==> src/design/fsscl_pkg.sv <==
`timescale 1ns / 1ps
`default_nettype none
// ----------------------------------------------------------------------------
// fsscl_pkg: shared types and constants
// Phase encoding, status codes, register indexes and reset values for the
// slave-serial configuration loader.
// ----------------------------------------------------------------------------
package fsscl_pkg;

    // sequencer phase
    typedef enum logic [1:0] {
        PH_IDLE = 2'd0,
        PH_INIT = 2'd1,
        PH_DATA = 2'd2,
        PH_DONE = 2'd3
    } phase_t;

    // run status codes
    localparam logic [2:0] ST_IDLE       = 3'd0;
    localparam logic [2:0] ST_BUSY       = 3'd1;
    localparam logic [2:0] ST_OK         = 3'd2;
    localparam logic [2:0] ST_DONE_STUCK = 3'd3;
    localparam logic [2:0] ST_NO_INIT    = 3'd4;
    localparam logic [2:0] ST_INIT_DATA  = 3'd5;
    localparam logic [2:0] ST_INIT_WAIT  = 3'd6;
    localparam logic [2:0] ST_TIMEOUT    = 3'd7;

    // input kinds
    localparam logic KIND_TICK  = 1'b0;
    localparam logic KIND_START = 1'b1;

    // configuration register indexes
    localparam int unsigned CFG_IDX_W = 8;
    localparam logic [CFG_IDX_W-1:0] REG_INIT_WAIT = 8'd0;
    localparam logic [CFG_IDX_W-1:0] REG_DONE_WAIT = 8'd1;

    // register reset values
    localparam logic [15:0] INIT_WAIT_RST = 16'd100;
    localparam logic [15:0] DONE_WAIT_RST = 16'd1000;

    // bits per image byte
    localparam logic [3:0] BYTE_BITS = 4'd8;

endpackage : fsscl_pkg
`default_nettype wire

==> src/design/fpga_slave_serial_config_loader.sv <==
`timescale 1ns / 1ps
`default_nettype none
// ----------------------------------------------------------------------------
// fpga_slave_serial_config_loader: slave-serial configuration sequencer
// Each input beat is one tick of the configuration link. A start beat pulses
// PROG_B low; following ticks clock the device while waiting for INIT_B,
// shift image bytes MSB first, then wait for DONE and report a status code.
//
// Usage:
//   s_* channel: one beat per tick. tuser = kind (0 tick, 1 start),
//     tlast = byte_last, tdata = init_pin, done_pin, byte_valid, data_byte.
//   m_* channel: one result beat per input beat. tlast = finished (run
//     ended this tick), tdata = prog_drive, data_out, clock_pulse,
//     byte_taken, status.
//   cfg_* channel: register writes, index 0 init wait limit, 1 done wait
//     limit; other indexes are ignored. Write only while idle.
// The result beat is registered: it appears in the output register in the
// cycle after its input beat is taken. Throughput is one beat per cycle while
// the receiver does not stall, bounded by the phase sequencer's state update.
// When the receiver stalls, the result holds in the output register and the
// input side takes a new beat in the same cycle the held one is taken.
// Reset clears the sequencer to idle with status 0 and restores the wait
// limits to 100 and 1000.
// ----------------------------------------------------------------------------
module fpga_slave_serial_config_loader
    import fsscl_pkg::*;
(
    input  wire logic                 aclk,
    input  wire logic                 aresetn,
    // input ticks
    input  wire logic                 s_tvalid,
    output logic                      s_tready,
    input  wire logic [15:0]          s_tdata,   // init_pin, done_pin, byte_valid,
                                                 // data_byte[7:0], zero pad
    input  wire logic                 s_tuser,   // kind
    input  wire logic                 s_tlast,   // byte_last
    // results
    output logic                      m_tvalid,
    input  wire logic                 m_tready,
    output logic [7:0]                m_tdata,   // prog_drive, data_out,
                                                 // clock_pulse, byte_taken,
                                                 // status[2:0], zero pad
    output logic                      m_tlast,   // finished
    // configuration writes
    input  wire logic                 cfg_valid,
    output logic                      cfg_ready,
    input  wire logic [CFG_IDX_W-1:0] cfg_index,
    input  wire logic [15:0]          cfg_data
);

    // input field unpack
    logic       in_init;
    logic       in_done;
    logic       in_bvalid;
    logic [7:0] in_byte;
    assign in_init   = s_tdata[0];
    assign in_done   = s_tdata[1];
    assign in_bvalid = s_tdata[2];
    assign in_byte   = s_tdata[10:3];

    // configuration registers
    logic [15:0] init_limit_reg;
    logic [15:0] done_limit_reg;

    // sequencer state
    phase_t      phase_reg,  phase_next;
    logic [15:0] wait_reg,   wait_next;
    logic [7:0]  shift_reg,  shift_next;
    logic [3:0]  bits_reg,   bits_next;
    logic        last_reg,   last_next;
    logic [2:0]  status_reg, status_next;

    // output register
    logic        m_valid_reg;
    logic [6:0]  m_data_reg, m_data_next;
    logic        m_last_reg, m_last_next;

    logic accept;
    assign s_tready  = !m_valid_reg || m_tready;
    assign accept    = s_tvalid && s_tready;
    assign cfg_ready = 1'b1;

    // byte load into the shifter and the pulse it causes
    logic        load;
    logic [7:0]  cur_shift;
    logic [3:0]  cur_bits;
    logic [3:0]  bits_dec;
    logic        cur_last;
    logic [15:0] wait_inc;
    assign load      = (bits_reg == 4'd0) && in_bvalid;
    assign cur_shift = load ? in_byte : shift_reg;
    assign cur_bits  = load ? BYTE_BITS : bits_reg;
    assign cur_last  = load ? s_tlast : last_reg;
    assign bits_dec  = cur_bits - 4'd1;
    assign wait_inc  = wait_reg + 16'd1;

    // next state
    always_comb begin
        phase_next  = phase_reg;
        wait_next   = wait_reg;
        shift_next  = shift_reg;
        bits_next   = bits_reg;
        last_next   = last_reg;
        status_next = status_reg;
        if (s_tuser == KIND_START) begin
            phase_next  = PH_INIT;
            wait_next   = 16'd0;
            shift_next  = 8'd0;
            bits_next   = 4'd0;
            last_next   = 1'b0;
            status_next = ST_BUSY;
        end else begin
            unique case (phase_reg)
                PH_INIT: begin
                    wait_next = wait_inc;
                    if (in_init) begin
                        if (in_done) begin
                            phase_next  = PH_IDLE;
                            status_next = ST_DONE_STUCK;
                        end else begin
                            phase_next = PH_DATA;
                            wait_next  = 16'd0;
                        end
                    end else if (wait_inc >= init_limit_reg) begin
                        phase_next  = PH_IDLE;
                        status_next = in_done ? ST_DONE_STUCK : ST_NO_INIT;
                    end
                end
                PH_DATA: begin
                    shift_next = cur_shift;
                    bits_next  = cur_bits;
                    last_next  = cur_last;
                    if (cur_bits != 4'd0) begin
                        shift_next = {cur_shift[6:0], 1'b0};
                        bits_next  = bits_dec;
                        if (!in_init) begin
                            phase_next  = PH_IDLE;
                            status_next = ST_INIT_DATA;
                        end else if (bits_dec == 4'd0 && cur_last) begin
                            phase_next = PH_DONE;
                            wait_next  = 16'd0;
                        end
                    end
                end
                PH_DONE: begin
                    if (in_done) begin
                        phase_next  = PH_IDLE;
                        status_next = ST_OK;
                    end else if (!in_init) begin
                        phase_next  = PH_IDLE;
                        status_next = ST_INIT_WAIT;
                    end else begin
                        wait_next = wait_inc;
                        if (wait_inc >= done_limit_reg) begin
                            phase_next  = PH_IDLE;
                            status_next = ST_TIMEOUT;
                        end
                    end
                end
                default: begin
                    phase_next = PH_IDLE;
                end
            endcase
        end
    end

    // result fields of this beat
    always_comb begin
        logic prog;
        logic dout;
        logic clk;
        logic taken;
        logic fin;
        prog  = 1'b1;
        dout  = 1'b0;
        clk   = 1'b0;
        taken = 1'b0;
        fin   = 1'b0;
        if (s_tuser == KIND_START) begin
            prog = 1'b0;
        end else begin
            unique case (phase_reg)
                PH_INIT: begin
                    clk = 1'b1;
                    fin = (in_init && in_done) ||
                          (!in_init && (wait_inc >= init_limit_reg));
                end
                PH_DATA: begin
                    taken = load;
                    if (cur_bits != 4'd0) begin
                        dout = cur_shift[7];
                        clk  = 1'b1;
                        fin  = !in_init;
                    end
                end
                PH_DONE: begin
                    fin = in_done || !in_init || (wait_inc >= done_limit_reg);
                end
                default: begin
                    fin = 1'b0;
                end
            endcase
        end
        m_data_next = {status_next, taken, clk, dout, prog};
        m_last_next = fin;
    end

    // sequencer and configuration registers
    always_ff @(posedge aclk) begin
        if (!aresetn) begin
            phase_reg      <= PH_IDLE;
            wait_reg       <= 16'd0;
            shift_reg      <= 8'd0;
            bits_reg       <= 4'd0;
            last_reg       <= 1'b0;
            status_reg     <= ST_IDLE;
            init_limit_reg <= INIT_WAIT_RST;
            done_limit_reg <= DONE_WAIT_RST;
        end else begin
            if (accept) begin
                phase_reg  <= phase_next;
                wait_reg   <= wait_next;
                shift_reg  <= shift_next;
                bits_reg   <= bits_next;
                last_reg   <= last_next;
                status_reg <= status_next;
            end
            if (cfg_valid) begin
                unique case (cfg_index)
                    REG_INIT_WAIT: init_limit_reg <= cfg_data;
                    REG_DONE_WAIT: done_limit_reg <= cfg_data;
                    default: ;
                endcase
            end
        end
    end

    // output register valid
    always_ff @(posedge aclk) begin
        if (!aresetn) begin
            m_valid_reg <= 1'b0;
        end else if (s_tready) begin
            m_valid_reg <= s_tvalid;
        end
    end

    // output register payload
    always_ff @(posedge aclk) begin
        if (accept) begin
            m_data_reg <= m_data_next;
            m_last_reg <= m_last_next;
        end
    end

    assign m_tvalid = m_valid_reg;
    assign m_tdata  = {1'b0, m_data_reg};
    assign m_tlast  = m_last_reg;

`ifndef SYNTHESIS
    // a finished run reports a final code, never idle or busy
    a_fin_code: assert property (@(posedge aclk) disable iff (!aresetn)
        (m_valid_reg && m_last_reg) |-> (m_data_reg[6:4] >= ST_OK))
        else $error("finished beat without a final status code");

    // a start beat drives PROG_B low, reports busy and does not finish
    a_start_beat: assert property (@(posedge aclk) disable iff (!aresetn)
        (m_valid_reg && !m_data_reg[0]) |-> (m_data_reg[6:4] == ST_BUSY && !m_last_reg))
        else $error("start beat with wrong status or finish flag");

    // a byte taken into the shifter starts shifting out on the same tick
    a_taken_pulse: assert property (@(posedge aclk) disable iff (!aresetn)
        (m_valid_reg && m_data_reg[3]) |-> m_data_reg[2])
        else $error("byte taken without a clock pulse");

    // an idle sequencer never holds the busy code
    a_idle_status: assert property (@(posedge aclk) disable iff (!aresetn)
        (phase_reg == PH_IDLE) |-> (status_reg != ST_BUSY))
        else $error("idle phase with busy status");
`endif

endmodule : fpga_slave_serial_config_loader
`default_nettype wire

==> config.mk <==
export PLATFORM = sky130hd
export DESIGN_NAME = fpga_slave_serial_config_loader
export DESIGN_NICKNAME = d
export VERILOG_FILES = /design/src/design/fsscl_pkg.sv /design/src/design/fpga_slave_serial_config_loader.sv
export SDC_FILE = /design/constraint.sdc
export NUM_CORES = 1
export LEC_CHECK = 0
export BUFFER_PORTS_ARGS = -buffer_cell sky130_fd_sc_hd__clkbuf_2
export CAP_MARGIN = 5
export CORE_AREA = 2 2 94 96
export DETAILED_ROUTE_END_ITERATION = 8
export DIE_AREA = 0 0 96 98
export PLACE_DENSITY_LB_ADDON = 0.3
export SYNTH_ARGS = -nofsm -noshare
export SYNTH_HDL_FRONTEND = slang
export SYNTH_SLANG_ARGS = --single-unit
==> constraint.sdc <==
create_clock -name aclk -period 4.9 [get_ports aclk]
set_clock_uncertainty 0.05 [all_clocks]
set_input_delay 0.245 -clock aclk [delete_from_list [all_inputs] [get_ports aclk]]
set_output_delay 0.245 -clock aclk [all_outputs]
set_load 0.1 [all_outputs]
# [After elaboration in Yosys (flattened, before gate mapping)]
# Index checks and enable logic that the tools add are counted.
# Widths: inputs -> output; s select.
[totals] ff_bits=75 output_inout_bits=12 elab_cells=103
[op_classes] n_addsub=2 n_lt_le_gt_ge=2 n_eq_ne=12 n_mux=47 bitwise_logic=2 reduce_logical=24
[op_table] operator="$mux 16" n=8
[op_table] operator="$pmux 16 s3" n=1
[op_table] operator="$ge 16x16->1" n=2
[op_table] operator="$mux 8" n=4
[op_table] operator="$mux 3" n=10
[op_table] operator="$mux 2" n=10
[op_table] operator="$add 16x1->16 const B" n=1
[op_table] operator="$mux 4" n=4
[op_table] operator="$ne 3x3->1 const B" n=5
[op_table] operator="$pmux 3 s3" n=1
[op_table] operator="$eq 8x1->1 const B" n=1
[op_table] operator="$logic_not 4->1" n=2
[op_table] operator="$logic_not 8->1" n=1
[op_table] operator="$ne 4x4->1 const B" n=2
[op_table] operator="$reduce_bool 4->1" n=2
[op_table] operator="$reduce_and 7->1" n=1
[op_table] operator="$mux 1" n=6
[op_table] operator="$pmux 2 s3" n=1
[op_table] operator="$reduce_and 2->1" n=3
[op_table] operator="$logic_and 1x1->1" n=5
[op_table] operator="$ne 5x5->1 const B" n=1
[op_table] operator="$reduce_and 5->1" n=1
[op_table] operator="$eq 2x2->1 const B" n=2
[op_table] operator="$logic_or 1x1->1" n=4
[op_table] operator="other kinds (9)" n=11

# [Longest topological paths before layout]
# Gate-level depths: netlist of the first run.
[logic_depth] ltp_word=11 depth_mapped=15 ltp_nobuf=13

# [Least setup slack after synthesis of the first run]
# OpenSTA, ideal clock, no wires.
[synth_timing] kind="reg-to-reg" start="register wait_reg[6]" end="register m_data_reg[5], data pin" setup_ps=272 arrival_ps=3211 t_required_ps=4578 setup_slack_ps=1367 stages_incl_launch_ff=16 synth_period_minus_slack_ps=3533 path_cell_list="dfxtp_1 -> clkbuf_1 -> nand3_1 -> nor4_1 -> and3_1 -> clkbuf_1 -> and3_1 -> xor2_1 -> ha_1 -> nand4_1 -> nor3_1 -> nor4_1 -> nand3_1 -> o32a_1 -> nor3_1 -> nor4_1"
[synth_via] elab_chain_len=7 elab_cells_between_ends=10
[synth_rtl] element="start: declaration" line_no="fpga_slave_serial_config_loader.sv:67" text="logic [15:0] wait_reg, wait_next;"
[synth_rtl] element="start signal: assignment" line_no="fpga_slave_serial_config_loader.sv:222" text="wait_reg <= wait_next;"
[synth_rtl] element="$add 16x1->16 *" line_no="fpga_slave_serial_config_loader.sv:95" text="assign wait_inc = wait_reg + 16'd1;"
[synth_rtl] element="$ge 16x16->1" line_no="fpga_slave_serial_config_loader.sv:154" text="if (wait_inc >= done_limit_reg) begin"
[synth_rtl] element="$mux 3" line_no="fpga_slave_serial_config_loader.sv:154"
[synth_rtl] element="$mux 3" line_no="fpga_slave_serial_config_loader.sv:149" text="end else if (!in_init) begin"
[synth_rtl] element="$mux 3" line_no="fpga_slave_serial_config_loader.sv:146" text="if (in_done) begin"
[synth_rtl] element="$pmux 3 s3 *" line_no="fpga_slave_serial_config_loader.sv:113" text="unique case (phase_reg)"
[synth_rtl] element="$mux 3 *" line_no="fpga_slave_serial_config_loader.sv:105" text="if (s_tuser == KIND_START) begin"
[synth_rtl] element="named net m_data_next[5]" line_no="fpga_slave_serial_config_loader.sv:75" text="logic [6:0] m_data_reg, m_data_next;"
[synth_rtl] element="end signal: assignment" line_no="fpga_slave_serial_config_loader.sv:250" text="m_data_reg <= m_data_next;"
[synth_rtl] element="end: declaration" line_no="fpga_slave_serial_config_loader.sv:75"
# The timed path passes the listed nets; every way through them passes the cells marked *.
# A chain may end at the register's enable or synchronous reset.

# [Worst setup path after layout of the first run]
[layout_timing] start="register wait_reg[0]" end="register m_data_reg[5], data pin"
# The elaborated chain is that of the path after synthesis.

==> flow_summary.yaml, run 1 <==
sta:
  slew_headroom: 0.185
  setup_viol_count_final: 0
  holdWs_ps: 67.0
  slew_violations: 0
  post-route-period-util: 0.845
  max_freq_mhz: 241
  setup_tns_ps: 0
  tightest_slew_ps: 1220
  final_hold_viol_count: 0
  rsz0062_at_grt: "no"
  fin_crit_ps: 4140
critical_path:
  cp_max_fo: 6
  crit_slowest_cell: "nor4_1"
  max_stage_delay_ps: 620
  r2r_setup_slack_ps: 760
  cp-end-kind: "register"
  crit_type: "register to register"
  worstPathArrival_ps: 4260
  startpoint_type: "register"
  cp_cell_sequence: "nand3_1 -> nor4_1 -> and3_1 -> and3_1 -> xor2_1 -> ha_1 -> nand4_1 -> nor2_1 -> nor4_1 -> nand3_1 -> a21boi_0 -> nor3_1 -> nor4_1"
  cp_top_family: "simple AND/OR/NAND/NOR gates"
  cp_num_buf_inv: 0
  cpMostUsedCell: "nor4_1"
  cp_data_required_time_ps: 5020
cts:
  cts_setup_buffers: 0
  ctsHoldBuffers: 0
  clk_latency_ps: 350
  numClockSinks: 75
  numCtsBuffers: 9
  cts-root-buf: "clkbuf_8"
  cts_tree: "yes"
  cts_htree_levels: 3
  post_cts_resized: 0
  cts_max_path_buffers: 2
  path_clk_slew_ps: 80
synthesis:
  yosys-top-cells-area: "dfxtp_1, ha_1, mux2i_1"
  synth_seq_area_share: 0.353
  ys_warn_count: 0
  synth_edf_count: 8
  syn_inst: 534
  ys.flop_type: "dfxtp_1"
  async_flop_share: 0
  syn_area_mm2: 0.00448
  synth_top_cell_area_share: 0.300
  synth_commonest_cells: "dfxtp_1, nand2_1, nor2_1, inv_1"
  synth_nets: 621
  synthMostInstantiatedCell: "dfxtp_1"
  synth_top_area_cell: "dfxtp_1"
  syn_avg_cell_area_um2: 8.38
  ys_ff_latch: 75
  synth.distinct_cells: 67
global_routing:
  grt_pass1_wl_um: 17700
  grt_usage: 0.235
  first_global_vias: 3788
  grt_max_degree: 46
  globalRouteOverflowTotal: 0
  antenna_found_initial: 0
cells_and_area:
  final_util: 0.584
  layoutNonFillerInstCount: 687
  antennaDiodeCount: 0
  final_layout_size_suffix_gt1_frac: 0.126
  fillers: 801
  nets: 661
  synthToLayoutAreaGrowth_pct: 10.5
  stdcell_area_mm2: 0.00494
power_and_ir_drop:
  sw_frac_of_total: 0.274
  p_int_w: 0.000900
  irDropWorstVdd_mv: 0.143
  share_seq_of_total_power: 0.509
  clock_power_share: 0.376
  p_leak_nw: 2.26
  powerDensity_mw_per_mm2: 251
  power_frac_comb: 0.115
  switching_power_w: 0.000340
placement:
  gp_congestion: 0.891
  post_dp_cell_area_mm2: 0.00476
  portBuffers: 51
  place_inst: 671
  post-dp-hpwl_um: 7540
route:
  via_count: 3922
  drt-initial-drc-count: 143
  viasPerCell: 5.71
  drcViolationCount: 0
  wl_per_cell_um: 15.2
  firstDrtPassIters: 5
  postRouteAntennaNets: 0
  routed_wl_um: 10400
floorplanning:
  die_h_um: 98
  io_pins: 59
  placementRows: 34
  dieArea_mm2: 0.00941
  core_area_mm2: 0.00847
  fp.dieW_um: 96
  start_util: 0.529
run:
  max_cap_violations: 0
outcome:
  outcome: "complete, no violations"
worst_hold_path:
  min_path_type: "primary input to register"
-- power by group through the flow --
stage          registers [W]  clock network, W   logic, W
2_1_floorplan       0.000675                 0  0.0000723
3_3_place_gp        0.000645                 0   0.000138
3_5_place_dp        0.000645                 0   0.000141
4_1_cts             0.000631          0.000471   0.000142
5_1_grt             0.000632          0.000502   0.000155
6_report            0.000631          0.000467   0.000143
-- per-stage QoR --
stage | setup WS, ps | power (W)
global route | 377 | 0.00129
global placement | 937 | 0.000783
finish | 758 | 0.00124
CTS | 751 | 0.00124
floorplan | 1370 | 0.000747
detailed placement | 878 | 0.000786
-- metal layers --
metal | global-route usage | part of all wire
met1 | 0.286 | 0.43
met2 | 0.400 | 0.50
met3 | 0.0563 | 0.044
met4 | 0.0802 | 0.021
met5 | 0 | 0
-- final timing paths --
kind	from	end	cells past startpoint
worst max register to register	wait_reg[0]$_SDFFE_PN0P_	m_data_reg[5]$_DFFE_PP_	13
worst max-delay path	wait_reg[0]$_SDFFE_PN0P_	m_data_reg[5]$_DFFE_PP_	13
worst min-delay path	cfg_data[7]	done_limit_reg[7]$_SDFFE_PN1P_	3
worst min register to register	done_limit_reg[5]$_SDFFE_PN1P_	done_limit_reg[5]$_SDFFE_PN1P_	2
-- kinds of logic after synthesis --
group,after synthesis,synth area share
DFF,75,0.353
and+or+nand+nor,191,0.214
adders and majority gates,40,0.112
buffers and inverters,66,0.0609
other,2,0.00168
AOI/OAI and AO/OA,113,0.157
xor gates and xnor gates,14,0.0274
muxes,33,0.0741
-- cell usage in the layout (no fill, tap or decap), drive strengths merged, types with 2 or more instances in the layout --
| cell | instances |
|---|---|
| o21ai | 29 |
| and2 | 3 |
| nor3 | 17 |
| and3b | 2 |
| or3b | 2 |
| and4 | 2 |
| nor4 | 9 |
| nand2 | 54 |
| nand3 | 15 |
| dfxtp | 67 |
| nand2b | 6 |
| nor2b | 6 |
| conb | 2 |
| or4b | 2 |
| and3 | 4 |
| ha | 40 |
| clkinv | 2 |
| a41oi | 3 |
| nand4 | 6 |
| edfxtp | 8 |
| inv | 45 |
| or3 | 4 |
| mux2i | 32 |
| o21a | 2 |
| a22o | 5 |
| nor3b | 4 |
| nor2 | 48 |
| a31oi | 4 |
| nand3b | 2 |
| clkbuf | 62 |
| xor2 | 5 |
| a21o | 8 |
| xnor2 | 9 |
| a21oi | 40 |
| a211oi | 3 |
| o211ai | 4 |
| nor4b | 2 |
-- cell type report --
cell class,count,area (um^2),area share
clock inverters,5,53.8,0.0109
flip-flops and latches,75,1580,0.320
well taps,108,135,0.0273
clock buffers,11,131,0.0266
multi-input cells,393,2620,0.530
repair buffers,51,255,0.0516
inverters,44,165,0.0334
-- worst min-delay path: cells and delay by family --
family                 cells  cell delay, ps
AND/OR/NAND/NOR            1              50
buffers and inverters      1              90
multiplexers               1              60
Note: power is estimated with default switching activity, not from simulation.
==> run 2: changes to the inputs <==
Settings changed: ABC_AREA set to 1, CORE_AREA 2 2 94 96 to 2 2 95 97, DIE_AREA 0 0 96 98 to 0 0 97 99.
Clock period 4.9 ns to 3.6 ns, I/O delays scaled along.
==> run 2 against run 1 <==
Sequential power up 38%. Critical path depth is 1 higher. Cell area decreased by 1.3%. Clock power up 27%.
==> flow_summary.yaml, run 2 <==
outcome:
  outcome: "complete, no violations"
cts:
  numClockSinks: 75
  numCtsBuffers: 9
  cts_setup_buffers: 0
  cts-root-buf: "clkbuf_8"
  cts_max_path_buffers: 2
  cts_tree: "yes"
  path_clk_slew_ps: 80
  cts_htree_levels: 3
  clk_latency_ps: 350
sta:
  setup_viol_count_final: 0
  post-route-period-util: 0.910
  tightest_slew_ps: 929
  setup_ws_ps: 323
  slew_headroom: 0.376
  setup_tns_ps: 0
  max_freq_mhz: 305
  fin_crit_ps: 3280
  final_hold_viol_count: 0
  slew_violations: 0
  rsz0062_at_grt: "no"
route:
  wl_per_cell_um: 12.5
  firstDrtPassIters: 4
  postRouteAntennaNets: 0
  drt-initial-drc-count: 177
  via_count: 4018
  viasPerCell: 5.27
  drcViolationCount: 0
  routed_wl_um: 9560
global_routing:
  globalRouteOverflowTotal: 0
  grt_pass1_wl_um: 16500
  antenna_found_initial: 0
  grt_usage: 0.205
  first_global_vias: 3745
  grt_max_degree: 40
synthesis:
  syn_area_mm2: 0.00439
  ys.flop_type: "dfxtp_1"
  synth_nets: 692
  syn_avg_cell_area_um2: 7.25
  ys_ff_latch: 75
  synth.distinct_cells: 37
  synth_top_area_cell: "dfxtp_1"
  synth_commonest_cells: "nand2_1, inv_1, a21oi_1, dfxtp_1, ha_1"
  async_flop_share: 0
  synthMostInstantiatedCell: "nand2_1"
  synth_edf_count: 8
  yosys-top-cells-area: "dfxtp_1, nand2_1, ha_1"
  ys_warn_count: 0
  synth_seq_area_share: 0.361
  synth_top_cell_area_share: 0.306
  syn_inst: 605
placement:
  dp_slack_ps: 395
  place_inst: 746
  portBuffers: 51
  gp_congestion: 0.959
  post-dp-hpwl_um: 7030
critical_path:
  cp_max_fo: 4
  cp_data_required_time_ps: 3660
  startpoint_type: "register"
  cp-end-kind: "register"
  crit_type: "register to register"
  worstPathArrival_ps: 3340
cells_and_area:
  layoutNonFillerInstCount: 762
  layout_commonest_cell: "nand2_1"
  fillers: 833
  nets: 737
  final_layout_size_suffix_gt1_frac: 0.121
  mostFrequentLayoutCells: "nand2_1, inv_1, a21oi_1"
  antennaDiodeCount: 0
  synthToLayoutAreaGrowth_pct: 11.2
power_and_ir_drop:
  powerDensity_mw_per_mm2: 351
  power_w: 0.00171
  p_leak_nw: 2.22
  irDropWorstVdd_mv: 0.152
floorplanning:
  fp.dieW_um: 97
  start_util: 0.513
  core_area_mm2: 0.00855
  die_h_um: 99
  placementRows: 34
  io_pins: 59
  dieArea_mm2: 0.00960
worst_hold_path:
  min_path_type: "primary input to register"
run:
  max_cap_violations: 0
## run 2: area by class of cell
cell class,instances,area (um^2),area share
Sequential cell,75,1580,0.324
Clock inverter,2,12.5,0.00256
Timing Repair Buffer,53,273,0.0559
Tap cell,108,135,0.0277
Inverter,88,330,0.0677
Multi-Input combinational cell,423,2390,0.489
Clock buffer,13,159,0.0326
## run 2: repair_timing
item | 4_1_cts | 5_1_grt
hold endpoints to repair | 1 | 0
resized for setup | 0 | 0
hold buffers | 1 | 0
## run 2: worst paths after layout
| check | start | endpoint | slack, ps | depth (start not counted) |
|---|---|---|---|---|
| setup / recovery | wait_reg[5]$_SDFFE_PN0P_ | m_tlast$_SDFFCE_PP0P_ | 320 | 14 |
| hold / removal | cfg_data[7] | done_limit_reg[7]$_SDFFE_PN1P_ | 10 | 3 |
| setup reg to reg | wait_reg[5]$_SDFFE_PN0P_ | m_tlast$_SDFFCE_PP0P_ | 320 | 14 |
| hold reg to reg | done_limit_reg[15]$_SDFFE_PN0P_ | done_limit_reg[15]$_SDFFE_PN0P_ | 410 | 2 |
## run 2: where the power goes
| group | internal (W) | switching (W) |
|---|---|---|
| registers | 0.000860 | 0.00000943 |
| clock network | 0.000284 | 0.000307 |
| logic | 0.0000672 | 0.000183 |
## run 2: cells by family after synthesis
group / Yosys count / share of synthesized area
compound gates: 135 / 0.169
xor+xnor: 16 / 0.0337
fa+ha+maj: 40 / 0.114
buf+inv: 107 / 0.0950
flops: 75 / 0.361
other cells: 2 / 0.00171
simple gates: 230 / 0.226
## run 2: metal layers
metal | global-route usage | wire, um | share of wire
met1 | 0.266 | 4560 | 0.48
met2 | 0.346 | 4490 | 0.47
met3 | 0.0376 | 387 | 0.040
met4 | 0.0683 | 116 | 0.012
met5 | 0 | 0 | 0
## run 2: critical path, cell delays in order (launching register included)
cell and delay [ps]:
dfxtp_1 370, inv_1 100, nor4_1 370, nand2_1 190, nor4_1 310, xor2_1 290
ha_1 310, a21oi_1 140, o21ai_0 90, nor2_1 260, nand2_1 80, o21ai_0 240
nand3_1 110, nand3_1 90, inv_1 50
## run 2: metrics by stage
step | area [um^2] | util | hold slack [ps]
after global placement | 4700 | 0.549 | 360
after floorplan | 4390 | - | 260
after global routing | 4880 | 0.571 | 19.2
after detailed placement | 4700 | 0.549 | 370
after CTS | 4880 | 0.571 | 1.89
final | 4880 | 0.571 | 11.5
